<file path="src/design/vrf_pkg.sv">
// shared types, widths and codes for the rectangle fill video memory
`default_nettype none
package vrf_pkg;

    localparam int MEM_WIDTH_DEF  = 1024;
    localparam int MEM_HEIGHT_DEF = 512;

    localparam int X_W      = 11;
    localparam int Y_W      = 10;
    localparam int PX_W     = 10;
    localparam int PY_W     = 9;
    localparam int COLOUR_W = 16;
    localparam int STATUS_W = 2;

    localparam logic ACT_FILL = 1'b0;
    localparam logic ACT_READ = 1'b1;

    localparam logic [STATUS_W-1:0] ST_FILL_DONE = 2'd0;
    localparam logic [STATUS_W-1:0] ST_FILL_REJ  = 2'd1;
    localparam logic [STATUS_W-1:0] ST_READ_OK   = 2'd2;

    typedef struct packed {
        logic [X_W-1:0]      x0;
        logic [Y_W-1:0]      y0;
        logic [X_W-1:0]      x1;
        logic [Y_W-1:0]      y1;
        logic [COLOUR_W-1:0] colour;
    } t_fill_req;

    typedef struct packed {
        logic busy;
        logic done;
    } t_walk_stat;

endpackage
`default_nettype wire

</file>
<file path="src/design/vrf_walker.sv">
// rectangle walker: one pixel write address per cycle over a clipped rectangle
`default_nettype none
module vrf_walker #(
    parameter int MEM_WIDTH  = vrf_pkg::MEM_WIDTH_DEF,
    parameter int MEM_HEIGHT = vrf_pkg::MEM_HEIGHT_DEF
) (
    input  wire logic                                       i_clk,
    input  wire logic                                       i_rst_n,
    input  wire logic                                       i_start,
    input  wire vrf_pkg::t_fill_req                         i_req,
    output vrf_pkg::t_walk_stat                             o_stat,
    output logic                                            o_we,
    output logic [$clog2(MEM_WIDTH*MEM_HEIGHT)-1:0]         o_waddr,
    output logic [vrf_pkg::COLOUR_W-1:0]                    o_wdata
);
    import vrf_pkg::*;

    localparam int AW = $clog2(MEM_WIDTH*MEM_HEIGHT);

    logic                r_busy;
    logic                r_done;
    logic [X_W-1:0]      r_x;
    logic [X_W-1:0]      r_x0;
    logic [X_W-1:0]      r_x1;
    logic [Y_W-1:0]      r_y;
    logic [Y_W-1:0]      r_y1;
    logic [AW-1:0]       r_row_base;
    logic [COLOUR_W-1:0] r_colour;

    logic [X_W-1:0] w_x_next;
    logic [Y_W-1:0] w_y_next;
    logic           w_last_x;
    logic           w_last_y;
    logic           w_empty;

    assign w_x_next = r_x + X_W'(1);
    assign w_y_next = r_y + Y_W'(1);
    assign w_last_x = (w_x_next == r_x1);
    assign w_last_y = (w_y_next == r_y1);
    assign w_empty  = (i_req.x0 == i_req.x1) || (i_req.y0 == i_req.y1);

    always_ff @(posedge i_clk) begin
        if (!i_rst_n) begin
            r_busy <= 1'b0;
            r_done <= 1'b0;
        end else begin
            if (i_start) begin
                if (w_empty) begin
                    r_done <= 1'b1;
                end else begin
                    r_busy <= 1'b1;
                    r_done <= 1'b0;
                end
            end else if (r_busy && w_last_x && w_last_y) begin
                r_busy <= 1'b0;
                r_done <= 1'b1;
            end else begin
                r_done <= 1'b0;
            end
        end
    end

    always_ff @(posedge i_clk) begin
        if (i_start) begin
            r_x        <= i_req.x0;
            r_x0       <= i_req.x0;
            r_x1       <= i_req.x1;
            r_y        <= i_req.y0;
            r_y1       <= i_req.y1;
            r_colour   <= i_req.colour;
            r_row_base <= AW'(i_req.y0 * MEM_WIDTH);
        end else if (r_busy) begin
            if (w_last_x) begin
                r_x        <= r_x0;
                r_y        <= w_y_next;
                r_row_base <= r_row_base + AW'(MEM_WIDTH);
            end else begin
                r_x <= w_x_next;
            end
        end
    end

    assign o_stat.busy = r_busy;
    assign o_stat.done = r_done;
    assign o_we        = r_busy;
    assign o_waddr     = r_row_base + AW'(r_x);
    assign o_wdata     = r_colour;

`ifndef SYNTHESIS
    a_walk_in_rect: assert property (@(posedge i_clk) disable iff (!i_rst_n)
        r_busy |-> (r_x < r_x1) && (r_y < r_y1))
        else $error("walker outside rectangle");
    a_walk_in_mem: assert property (@(posedge i_clk) disable iff (!i_rst_n)
        r_busy |-> (r_x < X_W'(MEM_WIDTH)) && (r_y < Y_W'(MEM_HEIGHT)))
        else $error("walker outside memory");
    a_done_ends_busy: assert property (@(posedge i_clk) disable iff (!i_rst_n)
        r_done |-> !r_busy)
        else $error("walker done while still writing");
`endif

endmodule
`default_nettype wire

</file>
<file path="config.mk">
export PLATFORM = sky130hd
export DESIGN_NAME = vrf_walker
export DESIGN_NICKNAME = d
export VERILOG_FILES = /design/src/design/vrf_pkg.sv /design/src/design/vrf_walker.sv
export SDC_FILE = /design/constraint.sdc
export NUM_CORES = 1
export LEC_CHECK = 0
export BUFFER_PORTS_ARGS = -buffer_cell sky130_fd_sc_hd__buf_2
export CORE_MARGIN = 2
export CORE_UTILIZATION = 25
export DETAILED_ROUTE_END_ITERATION = 8
export HOLD_SLACK_MARGIN = 0.06
export PLACE_DENSITY_LB_ADDON = 0.15
export SYNTH_ARGS = -nofsm -noshare
export SYNTH_HDL_FRONTEND = slang
export SYNTH_SLANG_ARGS = --single-unit
</file>
<file path="constraint.sdc">
create_clock -name i_clk -period 7.95 [get_ports i_clk]
set_input_delay 0.795 -clock i_clk [delete_from_list [all_inputs] [get_ports i_clk]]
set_output_delay 0.795 -clock i_clk [all_outputs]
set_load 0.03 [all_outputs]
</file>
======== Word-level counts from Yosys, hierarchy flattened ========
Cells that the tools add are included.
operators by class
  add/sub/neg operators ................... 4
  equal/unequal tests ..................... 5
  muxes and demuxes ....................... 15
  reductions and logical operators ........ 9
operators with widths
  cell                                            number
  two-way mux 19 bit                              3
  two-way mux 11 bit                              3
  two-way mux 10 bit                              3
  == test 11 bit                                  2
  == test 10 bit                                  2
  adder 19 x 11 -> 19 bit                         1
  adder 19 x 11 -> 19 bit, second input constant  1
  adder 11 x 1 -> 11 bit, second input constant   1
  adder 10 x 1 -> 10 bit, second input constant   1
  two-way mux 1 bit                               6
  AND reduction 2 bit                             3
  nonzero test 2 bit                              3
  logical AND 1 bit                               2
  inequality test 2 bit, second input constant    1
  logical OR 1 bit                                1
storage, ports and cells
  register bits after elaboration ......... 90
  bits of input ports ..................... 61
  output and inout bits ................... 38

======== Depth between registers and ports, before layout ========
  word-level depth ........................ 6
  depth in mapped cells ................... 9
  gate-level depth less buffers ........... 8

======== Worst setup path after synthesis ========
OpenSTA, ideal clock, no wires.
  path kind ............................... register to register
  from .................................... reg r_x[0]
  to ...................................... reg r_row_base[10], enable pin
  data arrival time ....................... 3.146 ns
  required time ........................... 7.529 ns
  slack ................................... 4.383 ns
  cell stages (with the launch flop) ...... 8
  path buffers ............................ 0
  period minus slack after synthesis ...... 3.567 ns
  path through ............................ edfxtp_1 > ha_1 > xnor2_1 > o211ai_1 > a2111oi_0 > o311a_2 > nand3_1 > o21ai_0
between the ends
  cells in the longest elaborated chain, start to end .. 4
RTL lines
  what                                  line              RTL
  start, declared                       vrf_walker.sv:22  logic [X_W-1:0] r_x;
  start signal, assigned                vrf_walker.sv:65  r_x <= i_req.x0;
  start signal, assigned                vrf_walker.sv:74  r_x <= r_x0;
  start signal, assigned                vrf_walker.sv:78  r_x <= w_x_next;
  adder 11 x 1 -> 11 bit                vrf_walker.sv:36  assign w_x_next = r_x + X_W'(1);
  == test 11 bit                        vrf_walker.sv:38  assign w_last_x = (w_x_next == r_x1);
  nonzero test 2 bit (no source line)   -
  AND reduction 2 bit (no source line)  -
  end signal, assigned                  vrf_walker.sv:71  r_row_base <= AW'(i_req.y0 * MEM_WIDTH);
  end signal, assigned                  vrf_walker.sv:76  r_row_base <= r_row_base + AW'(MEM_WIDTH);
  end, declared                         vrf_walker.sv:27  logic [AW-1:0] r_row_base;
Every way passes these cells.
A chain may end at the register's enable or synchronous reset.

======== Worst setup path after layout ========
  from .................................... reg r_x[0]
  to ...................................... reg r_x[2] (data pin)
between the ends
  cells in the longest elaborated chain, start to end .. 5
RTL lines
  what                        line              RTL
  adder 11 x 1 -> 11 bit (*)  vrf_walker.sv:36
  == test 11 bit              vrf_walker.sv:38
  two-way mux 11 bit (*)      vrf_walker.sv:73  if (w_last_x) begin
  two-way mux 11 bit (*)      vrf_walker.sv:72  end else if (r_busy) begin
  two-way mux 11 bit (*)      vrf_walker.sv:64  if (i_start) begin
Every way passes the cells marked *; elsewhere a longest branch is shown, timed or not. The select of a mux whose other input is x is not followed.

==> out/qor.csv <==
stage,metric,value,unit
outcome,status,completed,
die,std_cell_rows,48,
clocking,cts_buffer_depth,2,
cells_and_area,drive_above_1_share,0.309,
critical_path,r2r_slack,5.10,ns
sta,fin_crit,2.85,ns
critical_path,worstPathCellList,ha_1 -> xnor2_1 -> o211ai_1 -> a2111oi_0 -> o311a_2 -> nand4_4 -> and2_1 -> o31ai_1,
route,drtIter0Drc,137,
sta,hold_violations,0,
cells_and_area,post-route-util,0.309,
synthesis,synth_top_cell_by_area,edfxtp_1,
grt,overflow,0,
sta,max_clock_freq,0.350,GHz
clocking,cts_setup_buffers,0,
die,start_util,0.253,
sta,finalMaxSlewViolations,0,
power,clkPwrFrac,0.377,
cells_and_area,syn_to_final_growth,22.3,%
critical_path,crit_type,flop to flop,
route,routed.top_layer,met4,
route,wl_met3,533,um
route,viasPerCell,4.40,
power,power_frac_comb,0.167,
synthesis,synth-edff-count,78,
synthesis,yosys_warnings,0,
synthesis,synth_top_area_frac,0.543,
clocking,cts_max_level,3,
cells_and_area,final_net_count,505,
power,power.leakage,0.00208,uW
clocking,cts.root.buffer_cell,clkbuf_16,
critical_path,cp.arrival,3.02,ns
synthesis,syn-num-nets,415,
placed_design,gp_congestion,0.777,
die,core_area,17100,sq um
sta,setup_viol,0,
cells_and_area,fillCellCount,1788,
critical_path,timing.rr.start,r_x[0]$_DFFE_PP_,
route,wl_met1,4910,um
critical_path,cpPeakStageDelay,0.48,ns
power,cellPowerDensity,224,nW/um^2
route,drc,0,
sta,final.setup_skew,0.00639,ns
grt,grt_pass1_vias,2956,
power,switching_share,0.272,
critical_path,r2r-end,r_x[2]$_DFFE_PP_,
min_path,min_to,r_x[10]$_DFFE_PP_,
power,total_power,1180,uW
clocking,cts_tree,built,
critical_path,worstSetupEndpointType,flop,
sta,worstMarginPinSlew,0.894,ns
clocking,clock_sinks,80,
critical_path,cp_max_fo,14,
power,switching_power,322,uW
synthesis,syn_area_per_cell,12.4,sq um
power,ir_drop,0.0961,mV
die,chipWidth,135,um
grt,grtUsageTotal,0.120,
synthesis,synthArstFlopShare,0,
synthesis,ys_seq_area_frac,0.552,
sta,tns,0,ns
clocking,cts-buffers-inserted,9,
clocking,cts_hold_buf,0,
grt,antenna_found_initial,1,
sta,setup_ws,5.10,ns
sta,min_period_over_period,0.359,
power,seqPwrFrac,0.456,
power,p_int,859,uW
synthesis,synth-seq-cells,80,
clocking,clk_pin_slew,0.06,ns
route,first_pass_iters,4,
min_path,min_from,r_x0[10]$_DFFE_PP_,
cells_and_area,layout_commonest_cell,buf_2,
grt,grt_max_degree,79,
die,io_pins,99,
critical_path,path_buf_inv,0,
placed_design,place_inst,653,
route,wirelength,10600,um
min_path,hold_depth,2,
placed_design,io_buffers,98,
cells_and_area,layout.cells.non_filler,669,
die,die_y,135,um
placed_design,dp_hpwl,7700,um
critical_path,crit_required,8.12,ns
critical_path,cp-start-kind,flop,
sta,slew_headroom,0.404,
min_path,min_path_type,flop to flop,
synthesis,syn_inst,349,
synthesis,netlist_area,4320,sq um
placed_design,pre_cts_slack,4.82,ns
die,die-area,18300,sq um
sta,grt_setup_unrepaired,false,
route,met2_length,4820,um
synthesis,yosys_most_used_dff,edfxtp_1,
synthesis,synth_top_cells_by_area,"edfxtp_1, xor2_1, xnor2_1",
route,wl_per_cell,15.8,um
critical_path,cpLargestDelayFamily,compound AO/OA/AOI/OAI gates,
critical_path,crit_slowest_cell,edfxtp_1,
route,vias,2942,
clocking,clk-insertion-delay-late,0.34,ns
flow_run,maxCapViolations,0,
critical_path,rr_worst_depth,8,
grt,grt_pass1_wl,16400,um
cells_and_area,diodes,0,
clocking,cts_resized,0,
cells_and_area,final_cell_mix,"buf_2, edfxtp_1, xor2_1",
synthesis,ys_types,47,
route,antenna_left,0,
critical_path,crit_start,r_x[0]$_DFFE_PP_,
[flip-flops by register name, indices dropped and copies added (netlist names)]
register / count
o_wdata: 16
o_we: 1
r_done: 1
r_row_base: 9
r_x: 11
r_x0: 11
r_x1: 11
r_y: 10
r_y1: 10
[per-stage QoR]
step / instance area [sq um] / hold slack, ns
6_report: 5280 / 0.607
5_1_grt: 5280 / 0.604
4_1_cts: 5280 / 0.608
3_5_place_dp: 4960 / 0.597
3_3_place_gp: 4960 / 0.582
2_1_floorplan: 4320 / 0.574
[cells by family (layout without fill, tap and decap cells)]
group | after synthesis | in the layout | synth area share
AOI/OAI and AO/OA | 42 | 42 | 0.0664
xor gates and xnor gates | 68 | 68 | 0.151
adders and majority gates | 5 | 5 | 0.0145
buffers and inverters | 28 | 123 | 0.0383
DFF | 80 | 80 | 0.552
muxes | 21 | 21 | 0.0519
and+or+nand+nor | 105 | 105 | 0.126
[Yosys cell counts, drive strengths merged (2+ instances only)]
| library cell | n |
|---|---|
| a21oi | 7 |
| and2 | 4 |
| and3 | 3 |
| buf | 15 |
| clkbuf | 6 |
| dfxtp | 2 |
| edfxtp | 78 |
| ha | 5 |
| inv | 7 |
| mux2 | 11 |
| mux2i | 10 |
| nand2 | 26 |
| nand3 | 13 |
| nand4 | 8 |
| nor2 | 25 |
| nor2b | 3 |
| nor3 | 8 |
| nor4 | 5 |
| o211ai | 2 |
| o21ai | 18 |
| o22ai | 2 |
| o311a | 2 |
| o31ai | 3 |
| or2 | 4 |
| xnor2 | 21 |
| xnor3 | 3 |
| xor2 | 43 |
[cell type report]
cell class	instances	area (sq um)	area share
Clock inverter	6	83.8	0.0159
Inverter	7	26.3	0.00498
Timing Repair Buffer	100	505	0.0958
Tap cell	225	282	0.0534
Clock buffer	10	229	0.0434
Sequential cell	80	2380	0.452
Multi-Input combinational cell	241	1770	0.335
[worst max path at each step]
stage	to	cells past startpoint
6_report	r_x[2]$_DFFE_PP_	8
5_1_grt	r_x[2]$_DFFE_PP_	8
4_1_cts	r_x[2]$_DFFE_PP_	8
3_5_place_dp	r_done$_SDFF_PN0_	7
3_3_place_gp	r_done$_SDFF_PN0_	7
2_1_floorplan	r_row_base[10]$_DFFE_PP_	7
[power by group through the flow]
stage	clock (uW)	combinational (uW)	sequential, uW
floorplan	0	132	550
global placement	0	198	547
detailed placement	0	199	548
CTS	458	200	539
global route	474	216	544
finish	445	197	539
[worst register-to-register path, delay by kind of cell, from the launching register on]
kind | cells | cell delay [ns]
compound gates | 4 | 1.05
xor+xnor | 1 | 0.18
fa+ha+maj | 1 | 0.37
flops | 1 | 0.48
simple gates | 2 | 0.59
[metal layers]
metal | GRT usage | vias up
met2 | 0.184 | 70
met3 | 0.0277 | 19
li1 | - | 1446
met4 | 0.0631 | 0
met1 | 0.157 | 1407
met5 | 0 | -
Note: power is estimated with default switching activity, not from simulation.
